## src/hdl/vnoh_pkg.sv

```systemverilog
// ----------------------------------------------------------------------------
// Value noise octave height: shared package
// Sizes, formats, hash constants, the cosine blend table and the item types.
// ----------------------------------------------------------------------------
package vnoh_pkg;

	localparam int MAX_OCTAVES       = 8;
	localparam int COORD_BITS        = 10;
	localparam int COS_TABLE_ENTRIES = 256;

	localparam int NS_BITS      = 16;
	localparam int DIM_BITS     = 11;
	localparam int FIX_BITS     = COORD_BITS + NS_BITS + 8;
	localparam int TX_BITS      = 48;
	localparam int OCT_IDX_BITS = (MAX_OCTAVES > 1) ? $clog2(MAX_OCTAVES) : 1;
	localparam int COS_IDX_BITS = $clog2(COS_TABLE_ENTRIES);
	localparam int COS_BITS     = 17;
	localparam int AMP_BITS     = 17;
	localparam int NOISE_BITS   = 32;
	localparam int PROD_BITS    = NOISE_BITS + AMP_BITS + 1;
	localparam int OCT_LVLS     = (MAX_OCTAVES > 1) ? $clog2(MAX_OCTAVES) : 1;
	localparam int OCT_LANES    = 1 << OCT_LVLS;
	localparam int SUM_BITS     = PROD_BITS + OCT_LVLS;
	localparam int FIFO_DEPTH   = 2;

	// Pipeline depths, counted in register stages.
	localparam int FRONT_LAT = 1 + FIX_BITS;
	localparam int OCT_LAT   = 10;
	localparam int BACK_LAT  = OCT_LAT + OCT_LVLS + 4;
	localparam int TOTAL_LAT = FRONT_LAT + 1 + BACK_LAT;

	localparam logic [31:0] HASH_MUL   = 32'd15731;
	localparam logic [31:0] HASH_ADD   = 32'd789221;
	localparam logic [31:0] HASH_OFS   = 32'd1376312589;
	localparam int          HASH_SHIFT = 13;
	localparam logic [31:0] ROW_STRIDE = 32'd57;
	localparam logic signed [31:0] NOISE_ONE = 32'sd1073741824;

	localparam logic [AMP_BITS-1:0] AMP_ONE = 17'h10000;
	localparam logic [AMP_BITS-1:0] AMP_MAX = 17'h1FFFF;
	localparam int BYTE_SHIFT = 39;
	localparam logic signed [SUM_BITS-1:0] BYTE_BIAS = SUM_BITS'(64'sd1 <<< 46);
	localparam logic [16:0] RECIP_255 = 17'h08081;
	localparam int RECIP_SHIFT = 23;

	localparam longint unsigned PI_Q28 = 64'd843314857;

	typedef enum logic [2:0] {
		REG_SEED,
		REG_NOISE_SCALE,
		REG_PERSISTENCE,
		REG_OCTAVE_COUNT,
		REG_MAP_WIDTH,
		REG_MAP_HEIGHT,
		REG_MAX_HEIGHT
	} reg_idx_t;

	typedef struct packed {
		logic [31:0]         seed;
		logic [NS_BITS-1:0]  noise_scale;
		logic [15:0]         persistence;
		logic [3:0]          octave_count;
		logic [DIM_BITS-1:0] map_width;
		logic [DIM_BITS-1:0] map_height;
		logic [15:0]         max_height;
	} cfg_t;

	typedef struct packed {
		logic [COORD_BITS-1:0] column;
		logic [COORD_BITS-1:0] row;
	} in_t;

	typedef struct packed {
		logic [7:0]  height_byte;
		logic [15:0] height_value;
	} out_t;

	typedef struct packed {
		logic [FIX_BITS-1:0] xf;
		logic [FIX_BITS-1:0] yf;
	} coord_t;

	typedef logic [COS_TABLE_ENTRIES-1:0][COS_BITS-1:0] cos_tab_t;

	// Shift-and-subtract quotient, used only while the table is built.
	function automatic longint unsigned div_u64(input longint unsigned num,
		input longint unsigned den);
		longint unsigned q;
		longint unsigned rem;
		q = '0;
		rem = '0;
		for (int b = 63; b >= 0; b--) begin
			rem = {rem[62:0], num[b]};
			if (rem >= den) begin
				rem = rem - den;
				q[b] = 1'b1;
			end
		end
		return q;
	endfunction

	// Entry k holds (1 - cos(pi*k/N))/2 in Q0.16 from a Taylor series in Q4.28.
	function automatic cos_tab_t build_cos_tab();
		cos_tab_t tab;
		longint unsigned x;
		longint unsigned term;
		longint sum;
		longint r;
		tab = '0;
		for (int k = 0; k < COS_TABLE_ENTRIES; k++) begin
			x = (PI_Q28 * longint'(k)) >> COS_IDX_BITS;
			term = 64'd1 << 28;
			sum = longint'(term);
			for (int j = 1; j <= 8; j++) begin
				term = ((term * x) >> 28) * x >> 28;
				term = div_u64(term, 64'((2 * j - 1) * (2 * j)));
				if ((j & 1) == 1) begin
					sum = sum - longint'(term);
				end else begin
					sum = sum + longint'(term);
				end
			end
			r = (64'sd1 <<< 28) - sum + (64'sd1 <<< 12);
			r = r >>> 13;
			if (r < 0) begin
				r = 0;
			end
			if (r > 65536) begin
				r = 65536;
			end
			tab[k] = COS_BITS'(r);
		end
		return tab;
	endfunction

	localparam cos_tab_t COS_TAB = build_cos_tab();

endpackage

```

## src/hdl/vnoh_fifo.sv

```systemverilog
// ----------------------------------------------------------------------------
// Coordinate queue
// Short queue between the front end and the octave pipelines.
// ----------------------------------------------------------------------------
module vnoh_fifo (
	input  logic             clk,
	input  logic             arst_n,
	input  logic             push,
	input  vnoh_pkg::coord_t wdata,
	input  logic             pop,
	output logic             out_valid,
	output vnoh_pkg::coord_t rdata,
	output logic             full
);
	import vnoh_pkg::*;

	localparam int PTR_BITS = (FIFO_DEPTH > 1) ? $clog2(FIFO_DEPTH) : 1;
	localparam int CNT_BITS = $clog2(FIFO_DEPTH + 1);

	coord_t              mem_q [FIFO_DEPTH];
	logic [PTR_BITS-1:0] wr_ptr_q;
	logic [PTR_BITS-1:0] rd_ptr_q;
	logic [CNT_BITS-1:0] count_q;
	logic                do_pop;

	assign out_valid = count_q != '0;
	assign full      = count_q == CNT_BITS'(FIFO_DEPTH);
	assign do_pop    = pop && out_valid;
	assign rdata     = mem_q[rd_ptr_q];

	always_ff @(posedge clk) begin
		if (push) begin
			mem_q[wr_ptr_q] <= wdata;
		end
	end

	always_ff @(posedge clk or negedge arst_n) begin
		if (!arst_n) begin
			wr_ptr_q <= '0;
			rd_ptr_q <= '0;
			count_q  <= '0;
		end else begin
			if (push) begin
				wr_ptr_q <= (wr_ptr_q == PTR_BITS'(FIFO_DEPTH - 1)) ? '0 : wr_ptr_q + 1'b1;
			end
			if (do_pop) begin
				rd_ptr_q <= (rd_ptr_q == PTR_BITS'(FIFO_DEPTH - 1)) ? '0 : rd_ptr_q + 1'b1;
			end
			if (push && !do_pop) begin
				count_q <= count_q + 1'b1;
			end else if (!push && do_pop) begin
				count_q <= count_q - 1'b1;
			end
		end
	end

	a_no_overflow : assert property (@(posedge clk) disable iff (!arst_n)
		push && full |-> do_pop)
		else $error("coordinate queue written while full");

	a_count_bound : assert property (@(posedge clk) disable iff (!arst_n)
		count_q <= CNT_BITS'(FIFO_DEPTH))
		else $error("coordinate queue count out of range");

endmodule

```

## config.mk

```make
export PLATFORM = sky130hd
export DESIGN_NAME = vnoh_fifo
export DESIGN_NICKNAME = d
export VERILOG_FILES = /design/src/hdl/vnoh_pkg.sv /design/src/hdl/vnoh_fifo.sv
export SDC_FILE = /design/constraint.sdc
export NUM_CORES = 1
export LEC_CHECK = 0
export BUFFER_PORTS_ARGS = -buffer_cell sky130_fd_sc_hd__buf_2
export CAP_MARGIN = 30
export CORE_ASPECT_RATIO = 1.2
export CORE_MARGIN = 4
export CORE_UTILIZATION = 50
export DETAILED_ROUTE_END_ITERATION = 16
export PLACE_DENSITY = 0.79
export SLEW_MARGIN = 20
export SYNTH_ARGS = -nofsm -noshare
export SYNTH_HDL_FRONTEND = slang
export SYNTH_SLANG_ARGS = --single-unit
```

## constraint.sdc

```tcl
create_clock -name clk -period 7.11 [get_ports clk]
set_clock_uncertainty 0.2 [all_clocks]
set_input_delay 1.7775 -clock clk [delete_from_list [all_inputs] [get_ports clk]]
set_output_delay 1.7775 -clock clk [all_outputs]
set_load 0.05 [all_outputs]
```

### After elaboration in Yosys (flattened, before gate mapping)

Memory sizes are Yosys's and may differ from the RTL's.
Index checks and enable logic that the tools add are counted.

* add/subtract/negate cells: 4
* equality and inequality tests: 1
* muxes and demuxes: 6
* reduce and logical (&&, ||, !) cells: 7

Operators with widths (number)
* 1-bit two-way mux: 4
* 2-bit two-way mux: 2
* 2-bit nonzero test: 2
* 1-bit logical AND: 3
* 1-bit adder (second input constant): 2
* 2-bit by 1-bit adder with 2-bit output (second input constant): 1
* 2-bit equality test (second input constant): 1
* 1-bit logical NOT: 2
* 2-bit by 1-bit subtractor with 2-bit output (second input constant): 1

* register bits after elaboration: 4
* bits in writable memories: 136
* input port bits: 72
* output and inout port bits: 70
* word-level logic and storage cells: 22
* memories kept: 1

Memory list
* mem_q: words 2, width 68, rd ports 1, clocked after memory_dff 0, write ports 1, line vnoh_fifo.sv:20 `coord_t mem_q [FIFO_DEPTH];`

### Logic depth before layout (Yosys ltp)

* word-level depth: 5
* mapped depth: 6
* depth with buffers taken out: 6

### Least setup slack after synthesis

OpenSTA, ideal clock, no wires.

* kind: input to register
* start point: input push
* end point: memory mem_q[0][0] (netlist name), enable pin
* library setup time: 0.503 ns
* data arrival time: 4.763 ns
* required time: 6.407 ns
* setup slack: 1.645 ns
* stages: 1
* buffers on the path: 0
* cells stage by stage: nor2b_1

* longest elaborated chain between the ends: 2

Ends and longest elaborated chain
* start, declared: line vnoh_fifo.sv:8 `input logic push,`
* 1-bit two-way mux: line vnoh_fifo.sv:32 `if (push) begin`
* 1-bit two-way mux (implied by the code): line vnoh_fifo.sv:33 `mem_q[wr_ptr_q] <= wdata;`
* end, declared: line vnoh_fifo.sv:20

No other way between the ends.

==> flow_metrics.env <==
export IMPL_syn_inst=228
export IMPL_post_dp_cell_area_um2=5960
export IMPL_ioPinCount=142
export IMPL_post_cts_resized=0
export IMPL_setup_viol=0
export IMPL_async_reset_ff_frac=0.0286
export IMPL_layout_setup_ws_ns=3.09
export IMPL_num_rows=40
export IMPL_worstSkewPairLatency_ns=0.40
export IMPL_gp_congestion=0.698
export IMPL_fin_hold_ws_ns=0.295
export IMPL_h_tree_depth=4
export IMPL_cp_required_ns=5.13
export IMPL_die_y_um=119
export IMPL_dp_hpwl_um=5510
export IMPL_drtIter0Drc=127
export IMPL_p_leak_nw=2.53
export IMPL_period_needed_ns=4.02
export IMPL_place_ws_ns=3.22
export IMPL_clock_sinks=140
export IMPL_start_util=0.513
export IMPL_fp_coreArea_um2=10000
export IMPL_grt_pass1_wl_um=13700
export IMPL_fp_dieArea_um2=12000
export IMPL_synth_adder_area_share=0.00243
export IMPL_layout_common_cells="141 x buf_2, 136 x edfxtp_1, 58 x mux2_2"
export IMPL_relSlewSlack=0.395
export IMPL_yosysWarningCount=0
export IMPL_fillCellCount=719
export IMPL_syn_to_final_growth_pct=27.7
export IMPL_min_period_over_period=0.566
export IMPL_finalSetupTns_ns=0
export IMPL_pwr_density_cell_nw_per_um2=492
export IMPL_worst_slew_pin_slew_ns=0.906
export IMPL_max_freq_ghz=0.249
export IMPL_synth_edf_count=136
export IMPL_cts_root_buf="clkbuf_16"
export IMPL_crit_fanout=41
export IMPL_drt_wl_total_um=8560
export IMPL_synth_main_ff_cell="edfxtp_1"
export IMPL_final_area_um2=6560
export IMPL_drcViolationCount=0
export IMPL_startpoint_type="flip-flop"
export IMPL_syn_avg_cell_area_um2=22.5
export IMPL_synthSimpleGateAreaFrac=0.00633
export IMPL_cts_clk_slew_worst_paths_ns=0.05
export IMPL_end_kind="output pin"
export IMPL_synth_top_cell_by_area="edfxtp_1"
export IMPL_drv_slew=0
export IMPL_cts_tree="yes"
export IMPL_drt_wirelength_per_cell_um=16.5
export IMPL_syn_nets=301
export IMPL_final_common_cell="buf_2"
export IMPL_synth_xor_area_frac=0.00852
export IMPL_criticalPathCategory="flip-flop to output pin"
export IMPL_synth_top_family_by_area="multiplexers"
export IMPL_cts_buffers_inserted=17
export IMPL_synth_compound_area_frac=0
export IMPL_synth_mux_area_fraction=0.156
export IMPL_grt_overflow=0
export IMPL_ff_latch_area_um2=4190
export IMPL_ys_top_cells_by_area="edfxtp_1 79%, mux2_2 13%, mux2_4 2.9%, dfrtp_1 1.9%, xor2_1 0.51%"
export IMPL_nets=455
export IMPL_portBuffers=141
export IMPL_dieWidth_um=101
export IMPL_drive_gt1_frac=0.622
export IMPL_postCtsHoldBufs=0
export IMPL_syn_area_um2=5140
export IMPL_yosys_area_top_type_share=0.795
export IMPL_synth_seq_area_share=0.814
export IMPL_rsz0062_at_grt="no"
export IMPL_vias=2566
export IMPL_cap_viol_max_count=0
export IMPL_cts_buffer_depth=2
export IMPL_min_path_type="flip-flop to flip-flop"
export IMPL_final_antenna_net_count=0
export IMPL_finalHoldViolCount=0
export IMPL_post_cts_setup_buffers=0
export IMPL_dr_pass1_iters=4
export IMPL_multi_input_area_um2=902
export IMPL_yosys_register_bits=140
export IMPL_track_usage=0.154
export IMPL_max_vdd_ir_drop_uv=429
export IMPL_grt_pass1_vias=2772
export IMPL_status="finished, final reports clean"
export IMPL_ys_types=15
export IMPL_viasPerCell=4.93
export IMPL_grt_max_degree=70
export IMPL_cp_arrival_ns=2.04
export IMPL_grt_antenna_before_repair=0
export IMPL_diodes=0
[critical path, cell delays in order, from the launching register on]
cell and delay [ns]:
dfrtp_4 0.70, buf_12 0.30, mux2_2 0.39, buf_2 0.22
[area by class of cell]
cell class | count | share of cell area
multi-input cells | 80 | 0.138
flip-flops and latches | 140 | 0.638
well taps | 126 | 0.0240
repair buffers | 143 | 0.112
clock buffers | 17 | 0.0648
clock inverters | 14 | 0.0235
[logic make-up (layout without fill, tap and decap cells)]
group / count (synthesis) / after routing
fa+ha+maj: 1 / 1
buf+inv: 8 / 174
simple gates: 6 / 6
mux: 68 / 68
flops: 140 / 140
xor+xnor: 5 / 5
[report_power, final]
part           internal [mW]  switching [mW]
logic                  0.346           0.857
registers               1.10          0.0741
clock network          0.543           0.308
[stage by stage]
step                power [mW]  cells   util
finish                    3.23    520  0.655
global route              3.37    520  0.655
CTS                       3.26    519  0.653
detailed placement        2.40    488  0.596
global placement          2.39    488  0.596
floorplan                 2.17    228      -
[sequential cells by signal (all words and copies together), names as in the netlist]
register and flops:
wr_ptr_q 1, count_q 2, mem_q 136, rd_ptr_q 1
[final timing paths]
path                                end  cells past startpoint  startpoint  slack, ns
setup / recovery              rdata[13]                      3    rd_ptr_q       3.09
hold / removal               count_q[1]                      1  count_q[1]       0.29
setup reg to reg           mem_q[0][47]                      2    wr_ptr_q       4.79
hold reg to reg              count_q[1]                      1  count_q[1]       0.29
max in group asynchronous      rd_ptr_q                      1      arst_n       5.60
min in group asynchronous      wr_ptr_q                      1      arst_n       0.97
[per-layer routing]
layer / up-vias / track usage / wire, µm / share of wire
li1: 1207 / - / - / -
met1: 1263 / 0.173 / 3180 / 0.37
met2: 86 / 0.259 / 4620 / 0.54
met3: 10 / 0.0633 / 653 / 0.076
met4: 0 / 0.0581 / 113 / 0.013
met5: - / 0 / 0 / 0
[cell usage after synthesis, types with 2 or more instances]
cell	instances
edfxtp_1	136
mux2_4	10
xor2_1	3
dfrtp_1	4
mux2_2	58
xnor2_1	2
buf_2	5
nor2b_1	2
buf_6	2
Note: power is estimated with default switching activity, not from simulation.
