==> config.mk <==
export PLATFORM = sky130hd
export DESIGN_NAME = vnoh_front
export DESIGN_NICKNAME = d
export VERILOG_FILES = /design/src/hdl/vnoh_pkg.sv /design/src/hdl/vnoh_div.sv /design/src/hdl/vnoh_front.sv
export SDC_FILE = /design/constraint.sdc
export NUM_CORES = 2
export LEC_CHECK = 0
export ABC_AREA = 1
export BUFFER_PORTS_ARGS = -buffer_cell sky130_fd_sc_hd__buf_2
export CORE_MARGIN = 2
export CORE_UTILIZATION = 40
export DETAILED_ROUTE_END_ITERATION = 12
export SKIP_LAST_GASP = 1
export SYNTH_ARGS = -nofsm -noshare
export SYNTH_HDL_FRONTEND = slang
export SYNTH_SLANG_ARGS = --single-unit
==> constraint.sdc <==
create_clock -name clk -period 4.17 [get_ports clk]
set_input_delay 0.417 -clock clk [delete_from_list [all_inputs] [get_ports clk]]
set_output_delay 0.417 -clock clk [all_outputs]
set_load 0.005 [all_outputs]
==> src/hdl/vnoh_pkg.sv <==
// ----------------------------------------------------------------------------
// Value noise octave height: shared package
// Sizes, formats, hash constants, the cosine blend table and the item types.
// ----------------------------------------------------------------------------
package vnoh_pkg;

	localparam int MAX_OCTAVES       = 8;
	localparam int COORD_BITS        = 10;
	localparam int COS_TABLE_ENTRIES = 256;

	localparam int NS_BITS      = 16;
	localparam int DIM_BITS     = 11;
	localparam int FIX_BITS     = COORD_BITS + NS_BITS + 8;
	localparam int TX_BITS      = 48;
	localparam int OCT_IDX_BITS = (MAX_OCTAVES > 1) ? $clog2(MAX_OCTAVES) : 1;
	localparam int COS_IDX_BITS = $clog2(COS_TABLE_ENTRIES);
	localparam int COS_BITS     = 17;
	localparam int AMP_BITS     = 17;
	localparam int NOISE_BITS   = 32;
	localparam int PROD_BITS    = NOISE_BITS + AMP_BITS + 1;
	localparam int OCT_LVLS     = (MAX_OCTAVES > 1) ? $clog2(MAX_OCTAVES) : 1;
	localparam int OCT_LANES    = 1 << OCT_LVLS;
	localparam int SUM_BITS     = PROD_BITS + OCT_LVLS;
	localparam int FIFO_DEPTH   = 2;

	// Pipeline depths, counted in register stages.
	localparam int FRONT_LAT = 1 + FIX_BITS;
	localparam int OCT_LAT   = 10;
	localparam int BACK_LAT  = OCT_LAT + OCT_LVLS + 4;
	localparam int TOTAL_LAT = FRONT_LAT + 1 + BACK_LAT;

	localparam logic [31:0] HASH_MUL   = 32'd15731;
	localparam logic [31:0] HASH_ADD   = 32'd789221;
	localparam logic [31:0] HASH_OFS   = 32'd1376312589;
	localparam int          HASH_SHIFT = 13;
	localparam logic [31:0] ROW_STRIDE = 32'd57;
	localparam logic signed [31:0] NOISE_ONE = 32'sd1073741824;

	localparam logic [AMP_BITS-1:0] AMP_ONE = 17'h10000;
	localparam logic [AMP_BITS-1:0] AMP_MAX = 17'h1FFFF;
	localparam int BYTE_SHIFT = 39;
	localparam logic signed [SUM_BITS-1:0] BYTE_BIAS = SUM_BITS'(64'sd1 <<< 46);
	localparam logic [16:0] RECIP_255 = 17'h08081;
	localparam int RECIP_SHIFT = 23;

	localparam longint unsigned PI_Q28 = 64'd843314857;

	typedef enum logic [2:0] {
		REG_SEED,
		REG_NOISE_SCALE,
		REG_PERSISTENCE,
		REG_OCTAVE_COUNT,
		REG_MAP_WIDTH,
		REG_MAP_HEIGHT,
		REG_MAX_HEIGHT
	} reg_idx_t;

	typedef struct packed {
		logic [31:0]         seed;
		logic [NS_BITS-1:0]  noise_scale;
		logic [15:0]         persistence;
		logic [3:0]          octave_count;
		logic [DIM_BITS-1:0] map_width;
		logic [DIM_BITS-1:0] map_height;
		logic [15:0]         max_height;
	} cfg_t;

	typedef struct packed {
		logic [COORD_BITS-1:0] column;
		logic [COORD_BITS-1:0] row;
	} in_t;

	typedef struct packed {
		logic [7:0]  height_byte;
		logic [15:0] height_value;
	} out_t;

	typedef struct packed {
		logic [FIX_BITS-1:0] xf;
		logic [FIX_BITS-1:0] yf;
	} coord_t;

	typedef logic [COS_TABLE_ENTRIES-1:0][COS_BITS-1:0] cos_tab_t;

	// Shift-and-subtract quotient, used only while the table is built.
	function automatic longint unsigned div_u64(input longint unsigned num,
		input longint unsigned den);
		longint unsigned q;
		longint unsigned rem;
		q = '0;
		rem = '0;
		for (int b = 63; b >= 0; b--) begin
			rem = {rem[62:0], num[b]};
			if (rem >= den) begin
				rem = rem - den;
				q[b] = 1'b1;
			end
		end
		return q;
	endfunction

	// Entry k holds (1 - cos(pi*k/N))/2 in Q0.16 from a Taylor series in Q4.28.
	function automatic cos_tab_t build_cos_tab();
		cos_tab_t tab;
		longint unsigned x;
		longint unsigned term;
		longint sum;
		longint r;
		tab = '0;
		for (int k = 0; k < COS_TABLE_ENTRIES; k++) begin
			x = (PI_Q28 * longint'(k)) >> COS_IDX_BITS;
			term = 64'd1 << 28;
			sum = longint'(term);
			for (int j = 1; j <= 8; j++) begin
				term = ((term * x) >> 28) * x >> 28;
				term = div_u64(term, 64'((2 * j - 1) * (2 * j)));
				if ((j & 1) == 1) begin
					sum = sum - longint'(term);
				end else begin
					sum = sum + longint'(term);
				end
			end
			r = (64'sd1 <<< 28) - sum + (64'sd1 <<< 12);
			r = r >>> 13;
			if (r < 0) begin
				r = 0;
			end
			if (r > 65536) begin
				r = 65536;
			end
			tab[k] = COS_BITS'(r);
		end
		return tab;
	endfunction

	localparam cos_tab_t COS_TAB = build_cos_tab();

endpackage

==> src/hdl/vnoh_div.sv <==
// ----------------------------------------------------------------------------
// Pipelined restoring divider
// One quotient bit per stage; a new dividend may enter every cycle.
// ----------------------------------------------------------------------------
module vnoh_div (
	input  logic                           clk,
	input  logic [vnoh_pkg::FIX_BITS-1:0]  dividend,
	input  logic [vnoh_pkg::DIM_BITS-1:0]  divisor,
	output logic [vnoh_pkg::FIX_BITS-1:0]  quotient
);
	import vnoh_pkg::*;

	logic [DIM_BITS-1:0] rem_q [FIX_BITS];
	logic [FIX_BITS-1:0] num_q [FIX_BITS];

	for (genvar k = 0; k < FIX_BITS; k++) begin : g_stage
		logic [DIM_BITS-1:0] rem_in;
		logic [FIX_BITS-1:0] num_in;
		logic [DIM_BITS:0]   cand;
		logic [DIM_BITS:0]   diff;
		logic                ge;

		if (k == 0) begin : g_first
			assign rem_in = '0;
			assign num_in = dividend;
		end else begin : g_next
			assign rem_in = rem_q[k-1];
			assign num_in = num_q[k-1];
		end

		always_comb begin
			cand = {rem_in, num_in[FIX_BITS-1]};
			diff = cand - {1'b0, divisor};
			ge   = cand >= {1'b0, divisor};
		end

		// The dividend shifts out at the top while quotient bits enter below.
		always_ff @(posedge clk) begin
			rem_q[k] <= ge ? diff[DIM_BITS-1:0] : cand[DIM_BITS-1:0];
			num_q[k] <= {num_in[FIX_BITS-2:0], ge};
		end
	end

	assign quotient = num_q[FIX_BITS-1];

endmodule

==> src/hdl/vnoh_front.sv <==
// ----------------------------------------------------------------------------
// Front end: point to lattice coordinates
// Scales column and row and divides by the map size in Q18.16.
// ----------------------------------------------------------------------------
module vnoh_front (
	input  logic             clk,
	input  logic             arst_n,
	input  logic             accept,
	input  vnoh_pkg::in_t    item,
	input  vnoh_pkg::cfg_t   cfg,
	output logic             push,
	output vnoh_pkg::coord_t coord
);
	import vnoh_pkg::*;

	logic [FIX_BITS-1:0]  dx_s1;
	logic [FIX_BITS-1:0]  dy_s1;
	logic [DIM_BITS-1:0]  wdiv;
	logic [DIM_BITS-1:0]  hdiv;
	logic [FRONT_LAT-1:0] vld_q;

	// A map size of zero divides as one.
	assign wdiv = (cfg.map_width == '0) ? DIM_BITS'(1) : cfg.map_width;
	assign hdiv = (cfg.map_height == '0) ? DIM_BITS'(1) : cfg.map_height;

	always_ff @(posedge clk) begin
		dx_s1 <= {(COORD_BITS + NS_BITS)'(item.column * cfg.noise_scale), 8'h00};
		dy_s1 <= {(COORD_BITS + NS_BITS)'(item.row * cfg.noise_scale), 8'h00};
	end

	always_ff @(posedge clk or negedge arst_n) begin
		if (!arst_n) begin
			vld_q <= '0;
		end else begin
			vld_q <= {vld_q[FRONT_LAT-2:0], accept};
		end
	end

	vnoh_div u_div_x (
		.clk      (clk),
		.dividend (dx_s1),
		.divisor  (wdiv),
		.quotient (coord.xf)
	);

	vnoh_div u_div_y (
		.clk      (clk),
		.dividend (dy_s1),
		.divisor  (hdiv),
		.quotient (coord.yf)
	);

	assign push = vld_q[FRONT_LAT-1];

endmodule

======== After elaboration in Yosys (flattened, before gate mapping) ========
Memory sizes are Yosys's and may differ from the RTL's.
Cells that the tools add are included.
operators by class
  multiplexer cells ....................... 70
  multiply operators ...................... 2
  $add $sub $neg .......................... 68
  $lt $le $gt $ge ......................... 68
  reduce and logical (&&, ||, !) cells .... 2
  shift operators ......................... 0
  divide/modulo/power cells ............... 0
  equality and inequality tests ........... 0
  bitwise operators ....................... 0
operators with widths
  kind                                          count
  greater-or-equal comparator 12 x 11 -> 1 bit  66
  2-to-1 mux 11 bit                             70
  subtractor 11 bit                             66
  multiplier 10 x 16 -> 26 bit                  2
  greater-or-equal comparator 1 x 11 -> 1 bit   2
  zero test 11 bit                              2
  subtractor 1 x 11 -> 11 bit                   2
storage, ports and cells
  RAM bits ................................ 3060
  bits in latches ......................... 0
  logic and storage cells ................. 217
  output and inout bits ................... 69
  memory bits (read-only) ................. 0
  register bits after elaboration ......... 87
  memories ................................ 4
  input port bits ......................... 129
memory list
  name           words  bits a word  read ports  clocked after Yosys merged registers in  write ports  line            source
  u_div_x.num_q  34     34           34          0                                        34           vnoh_div.sv:14  logic [FIX_BITS-1:0] num_q [FIX_BITS];
  u_div_y.num_q  34     34           34          0                                        34           vnoh_div.sv:14
  u_div_x.rem_q  34     11           33          0                                        34           vnoh_div.sv:13  logic [DIM_BITS-1:0] rem_q [FIX_BITS];
  u_div_y.rem_q  34     11           33          0                                        34           vnoh_div.sv:13

======== Depth between registers and ports, before layout ========
  depth after elaboration ................. 4
  gate-level depth with buffers ........... 24
  depth with buffers taken out ............ 22

======== Hierarchy ========
A second synthesis with hierarchy kept.
second synthesis, totals
  cells, all modules ...................... 15026
  area, all modules ....................... 132933.7 um^2
modules (own cells, without submodules)
  module               sequential area each (um^2)  instances  area an instance (um^2)  cells an instance
  vnoh_div at u_div_x  30409.2                      1          59748.6                  6560
  vnoh_div at u_div_y  30409.2                      1          59455.8                  6570
  vnoh_front           1916.8                       1          13729.4                  1896

======== Worst setup path before layout ========
OpenSTA, ideal clock, no wires.
  path type ............................... input-to-reg
  from .................................... input item[19] in the netlist's numbering
  to ...................................... register dx_s1[32]
  path buffers ............................ 2
  data required time ...................... 4057 ps
  path slack .............................. -801 ps
  cell stages on the path ................. 20
  arrival time ............................ 4858 ps
  setup time .............................. 113 ps
  cells stage by stage .................... clkbuf_1 > clkbuf_1 > nand2_1 > fa_1 > fa_1 > inv_1 > fa_1 > fa_1 > inv_1 > fa_1 > inv_1 > ha_1 > a21oi_1 > o21ai_0 > inv_1 > nor2_1 > o21ai_0 > nand3_1 > nand2_1 > nand2_1
on the way
  word-level cells in the longest chain between the ends .. 1
ends and longest elaborated chain
  element                       line              source
  start: declaration            vnoh_front.sv:9   input vnoh_pkg::in_t item,
  multiplier 10 x 16 -> 26 bit  vnoh_front.sv:27  dx_s1 <= {(COORD_BITS + NS_BITS)'(item.column * cfg.noise_scale), 8'h00};
  end signal: assignment        vnoh_front.sv:27
  end: declaration              vnoh_front.sv:16  logic [FIX_BITS-1:0] dx_s1;
No other way between the ends.

======== Final worst setup path ========
  from .................................... input cfg[62] in the netlist's numbering
  to ...................................... register dy_s1[21]
on the way
  word-level cells in the longest chain between the ends .. 1
ends and longest elaborated chain
  element                       line              source
  start: declaration            vnoh_front.sv:10  input vnoh_pkg::cfg_t cfg,
  multiplier 10 x 16 -> 26 bit  vnoh_front.sv:28  dy_s1 <= {(COORD_BITS + NS_BITS)'(item.row * cfg.noise_scale), 8'h00};
  end signal: assignment        vnoh_front.sv:28
  end: declaration              vnoh_front.sv:17  logic [FIX_BITS-1:0] dy_s1;
No other way between the ends.

==> summary.md <==
The synthesis-to-layout area growth is 15.89%. The worst hold path belongs to the class in -> reg. 198 I/O pins were placed. At the pin with the least slew margin, the transition time is 0.9587 ns.

Of the total power, the share spent switching nets is 37.51%. Counting flops and latches in the post-synthesis netlist gives 2653. The post-CTS setup-driven buffer insertion count was 0. The tools report the sum of negative setup slack as 0 ns. Sequential cells were found to cover 49.21% of the synthesized design area. The region available for standard cell placement spans 270000 um^2. Global route total overflow: 0. For the total track usage, the log shows 17.50%. The number of instances in the synthesized netlist is 12060, and the number of global-route vias before repair is 75490. The run gives 61.73 nW as the leakage power summed over all cells. The fraction of registers with async set/reset was 1.319%; the number of nets in the layout was 13860. The number of remaining DRC errors is 0. The congestion estimate from routability-driven global placement came to 0.8829.

Count of warnings emitted by yosys: 0. Post-CTS repair changed the size of 0 cells. For this design, the slowest cell found on the critical path is sky130_fd_sc_hd__fa_1. The pre-antenna-repair detailed-routing pass consisted of 5 iterations. Share of total power in combinational logic: 40.4%.

Using the TritonRoute via totals, the vias-per-cell ratio works out to 4.703. Power spread over the standard cell area amounts to 882.5 nW/um^2. For the finished layout, the period the worst path requires is 3.990 ns.

For this block, the routed nets add up to 241700 um of wire. Counting along the longest clock path gives a buffer depth of 4. For this run, the leading register cell type out of synthesis is sky130_fd_sc_hd__dfxtp_1. For the initial antenna violation count, the log shows 9.

For this run, the top clock speed supported by timing is 0.2506 GHz. The clock network latency to the later pin of the worst-skew pair is 0.88 ns. The run gives 69.20 mW as the cell-internal power. The run gives 36 as the pin count of the biggest net entering global routing. Clock tree synthesis inserted a total of 283 buffers.

The run gives 36.0% as the sequential group share of total power. The count of flip-flops with a built-in enable after synthesis is 0. The floorplan has 191 rows.

First-pass GRT wire length: 390600 um. The die is 524.3 um tall. The count of input and output buffers is 129. The commonest cells after synthesis are 2784 x sky130_fd_sc_hd__nand2_1, 2618 x sky130_fd_sc_hd__dfxtp_1, 1477 x sky130_fd_sc_hd__inv_1. Clock-pin slew was measured on the worst setup and hold paths at 0.06 ns.

The tools report the total count of hold-check failures in the final report as 0. The worst-case IR drop observed on VDD is 0.4968 mV. When the netlist entered floorplanning its net count stood at 13320. Dividing the detail-routed wire length by the instance count gives 14.74 um.

CTS placed an instance of sky130_fd_sc_hd__clkbuf_16 at the clock tree root. The run finished with clean final reports. The total power of the final layout is 110.7 mW.

TritonCTS built the clock tree. The largest single stage delay on the critical path is 0.53 ns. The average cell area after synthesis is 8.981 um^2.

STA classifies the critical path startpoint as an input port. Yosys instantiated no cell more often than sky130_fd_sc_hd__nand2_1. Once detail routing completed, the nets flagged for antenna violations numbered 0. STA puts the critical path data arrival time at 4.77 ns. After legalization and detailed placement, the total HPWL measured 175100 um.

Setup violations remaining at the end of the flow were counted as 0. Worst max-slew margin expressed relative to the limit: 36.09%. The tool flagged a number of max-cap violations equal to 0. Of all cell types, the one taking the most synthesized area is sky130_fd_sc_hd__dfxtp_1. The final max-slew violation count was 0; the worst path required time was 4.95 ns. The combined area of all synthesized cells came out at 108300 um^2.

Ranked by total cell area, the synthesized netlist is headed by sky130_fd_sc_hd__dfxtp_1 48%, sky130_fd_sc_hd__ha_1 9.8%, sky130_fd_sc_hd__nand2_1 9.7%. The floorplan step set the die width to 524.3 um. The first routing iteration left 4019 violations.

The tools report the total vias in the final route as 77110. The number of different library cells in the post-synthesis netlist is 52, and the portion of the clock cycle consumed by the worst path in the final layout is 95.68%. STA classifies the critical path endpoint as a flop. The deepest level of the CTS H-tree was 5. The die area is 274900 um^2. The switching power total was 41.54 mW; the fraction of post-synthesis cell area in the top cell type by area was 48.41%. The share of total power dissipated in the clock network is 23.6%.

Cells with a size suffix above 1 make up 8.936% of the layout. The signal on the critical path passes through buf_2 > buf_4 > nand2_1 > fa_1 > inv_1 > fa_1 > ha_1 > fa_1 > inv_1 > fa_1 > inv_1 > ha_4 > a21oi_1 > buf_4 > o211ai_1 > buf_4 > inv_1 > o21ai_1 > xor2_1. The starting density of the core was 40.09%. The post-route clock skew is 0.06759 ns. The critical path start-end classification is in -> reg. The run gives 16400 as the filler-free cell count of the finished design. Counting every sink on the clock net gives 2653.

In this run the worst path has a maximum fanout of 14. Setup repair after global routing left no endpoint under its margin. The placed cell count was 15870.
-- through the flow --
step / utilization [%] / instance area (um^2) / hold WS (ns) / setup slack [ns]
final: 46.46 / 125500 / 0.05522 / 0.1801
after global routing: 46.46 / 125500 / 0.03497 / 0.007190
after floorplan: - / 109300 / 0.1214 / -0.2312
after CTS: 46.46 / 125500 / 0.002375 / 0.2225
after detailed placement: 42.70 / 115300 / 0.3121 / -0.6964
after global placement: 42.70 / 115300 / 0.3095 / -0.6837
-- critical path: cells and delay by family --
| kind | cells | cell delay [ns] |
|---|---|---|
| adder cells (fa/ha/maj) | 6 | 2.65 |
| AO/OA/AOI/OAI | 3 | 0.44 |
| AND/OR/NAND/NOR | 1 | 0.07 |
| buffers and inverters | 8 | 1.05 |
| XOR/XNOR | 1 | 0.14 |
-- flip-flops by register name, summed over array words and instances (netlist names) --
register and flops:
u_div_y.rem_q 363, u_div_x.num_q 920, u_div_y.num_q 920, dx_s1 26, u_div_x.rem_q 363, dy_s1 26, vld_q 35
-- layout by cell type (no fill, tap or decap), types with 17 or more instances in the layout --
cell	Yosys	routed
sky130_fd_sc_hd__nor3_1	97	91
sky130_fd_sc_hd__nand2_1	2784	2747
sky130_fd_sc_hd__nor2_2	15	26
sky130_fd_sc_hd__clkinvlp_4	0	26
sky130_fd_sc_hd__ha_4	0	20
sky130_fd_sc_hd__o211ai_1	55	55
sky130_fd_sc_hd__dlygate4sd3_1	0	19
sky130_fd_sc_hd__clkinv_2	0	43
sky130_fd_sc_hd__clkbuf_1	74	33
sky130_fd_sc_hd__dfxtp_1	2618	2618
sky130_fd_sc_hd__nand4_1	94	94
sky130_fd_sc_hd__xor2_1	340	340
sky130_fd_sc_hd__inv_2	6	45
sky130_fd_sc_hd__dfrtp_1	35	35
sky130_fd_sc_hd__bufinv_16	0	34
sky130_fd_sc_hd__buf_12	1	20
sky130_fd_sc_hd__nor4_1	46	44
sky130_fd_sc_hd__o21ai_0	398	386
sky130_fd_sc_hd__clkbuf_16	0	285
sky130_fd_sc_hd__nand3b_1	66	66
sky130_fd_sc_hd__o21ai_1	41	51
sky130_fd_sc_hd__a21o_1	82	82
sky130_fd_sc_hd__fa_1	284	278
sky130_fd_sc_hd__buf_2	1	129
sky130_fd_sc_hd__nand3_1	1026	1026
sky130_fd_sc_hd__a31oi_1	118	118
sky130_fd_sc_hd__a21oi_1	575	559
sky130_fd_sc_hd__a21oi_2	2	17
sky130_fd_sc_hd__buf_4	63	237
sky130_fd_sc_hd__o21bai_1	62	62
sky130_fd_sc_hd__inv_6	1	17
sky130_fd_sc_hd__inv_1	1477	1434
sky130_fd_sc_hd__clkbuf_8	0	40
sky130_fd_sc_hd__ha_1	850	828
sky130_fd_sc_hd__nor2_1	564	551
sky130_fd_sc_hd__nand2_2	48	73
sky130_fd_sc_hd__o21ai_2	32	34
sky130_fd_sc_hd__xnor2_1	121	121
-- layout make-up --
class                      count  area, um^2
antenna                        2       5.005
clock buffer                 358        7806
clock inverter               150        2160
fill                       25800      144600
inverter                    1489        5597
multi-input combinational   7769       49140
sequential                  2653       53290
tap                         3570        4467
timing repair buffer         405        3015
-- power groups by stage --
stage                     Combinational [mW]  Clock, mW  Sequential (mW)
after global placement                  44.3          0             40.5
after CTS                               44.9       27.0             40.0
after global routing                    51.4       28.0             40.9
after detailed placement                44.6          0             40.5
after floorplan                         34.2          0             38.6
final                                   44.7       26.1             39.9
-- cells by family after synthesis --
group / share of synthesized area [%]
fa+ha+maj: 15.07
simple gates: 18.88
compound gates: 7.153
xor+xnor: 3.729
buf+inv: 5.948
flops: 49.21
-- final timing paths --
path,from,slack (ns),depth (start not counted),endpoint
min in group asynchronous,arst_n,0.14,2,vld_q[0]$_DFF_PN0_
max in group asynchronous,arst_n,3.55,2,vld_q[23]$_DFF_PN0_
max reg2reg,u_div_x.num_q[6][33]$_DFF_P_,1.63,7,u_div_x.rem_q[7][2]$_DFF_P_
max,cfg[62],0.18,19,dy_s1[21]$_DFF_P_
min reg2reg,dx_s1[17]$_DFF_P_,0.29,0,u_div_x.num_q[0][18]$_DFF_P_
min,cfg[34],0.06,4,u_div_x.num_q[0][0]$_DFF_P_
-- routing by layer --
layer	wire length, um	part of all wire (%)	track usage [%]	vias up
li1	-	-	-	40200
met1	115100	48	23.43	34980
met2	109300	45	29.15	1448
met4	7951	3.3	6.105	0
met3	9397	3.9	2.029	480
met5	0	0	0	-
-- timing repair --
item	in CTS	in global routing
hold buffers	19	0
endpoints found under the setup margin	0	0
endpoints found under the hold margin	57	0
Power figures use the tool's default switching activity.
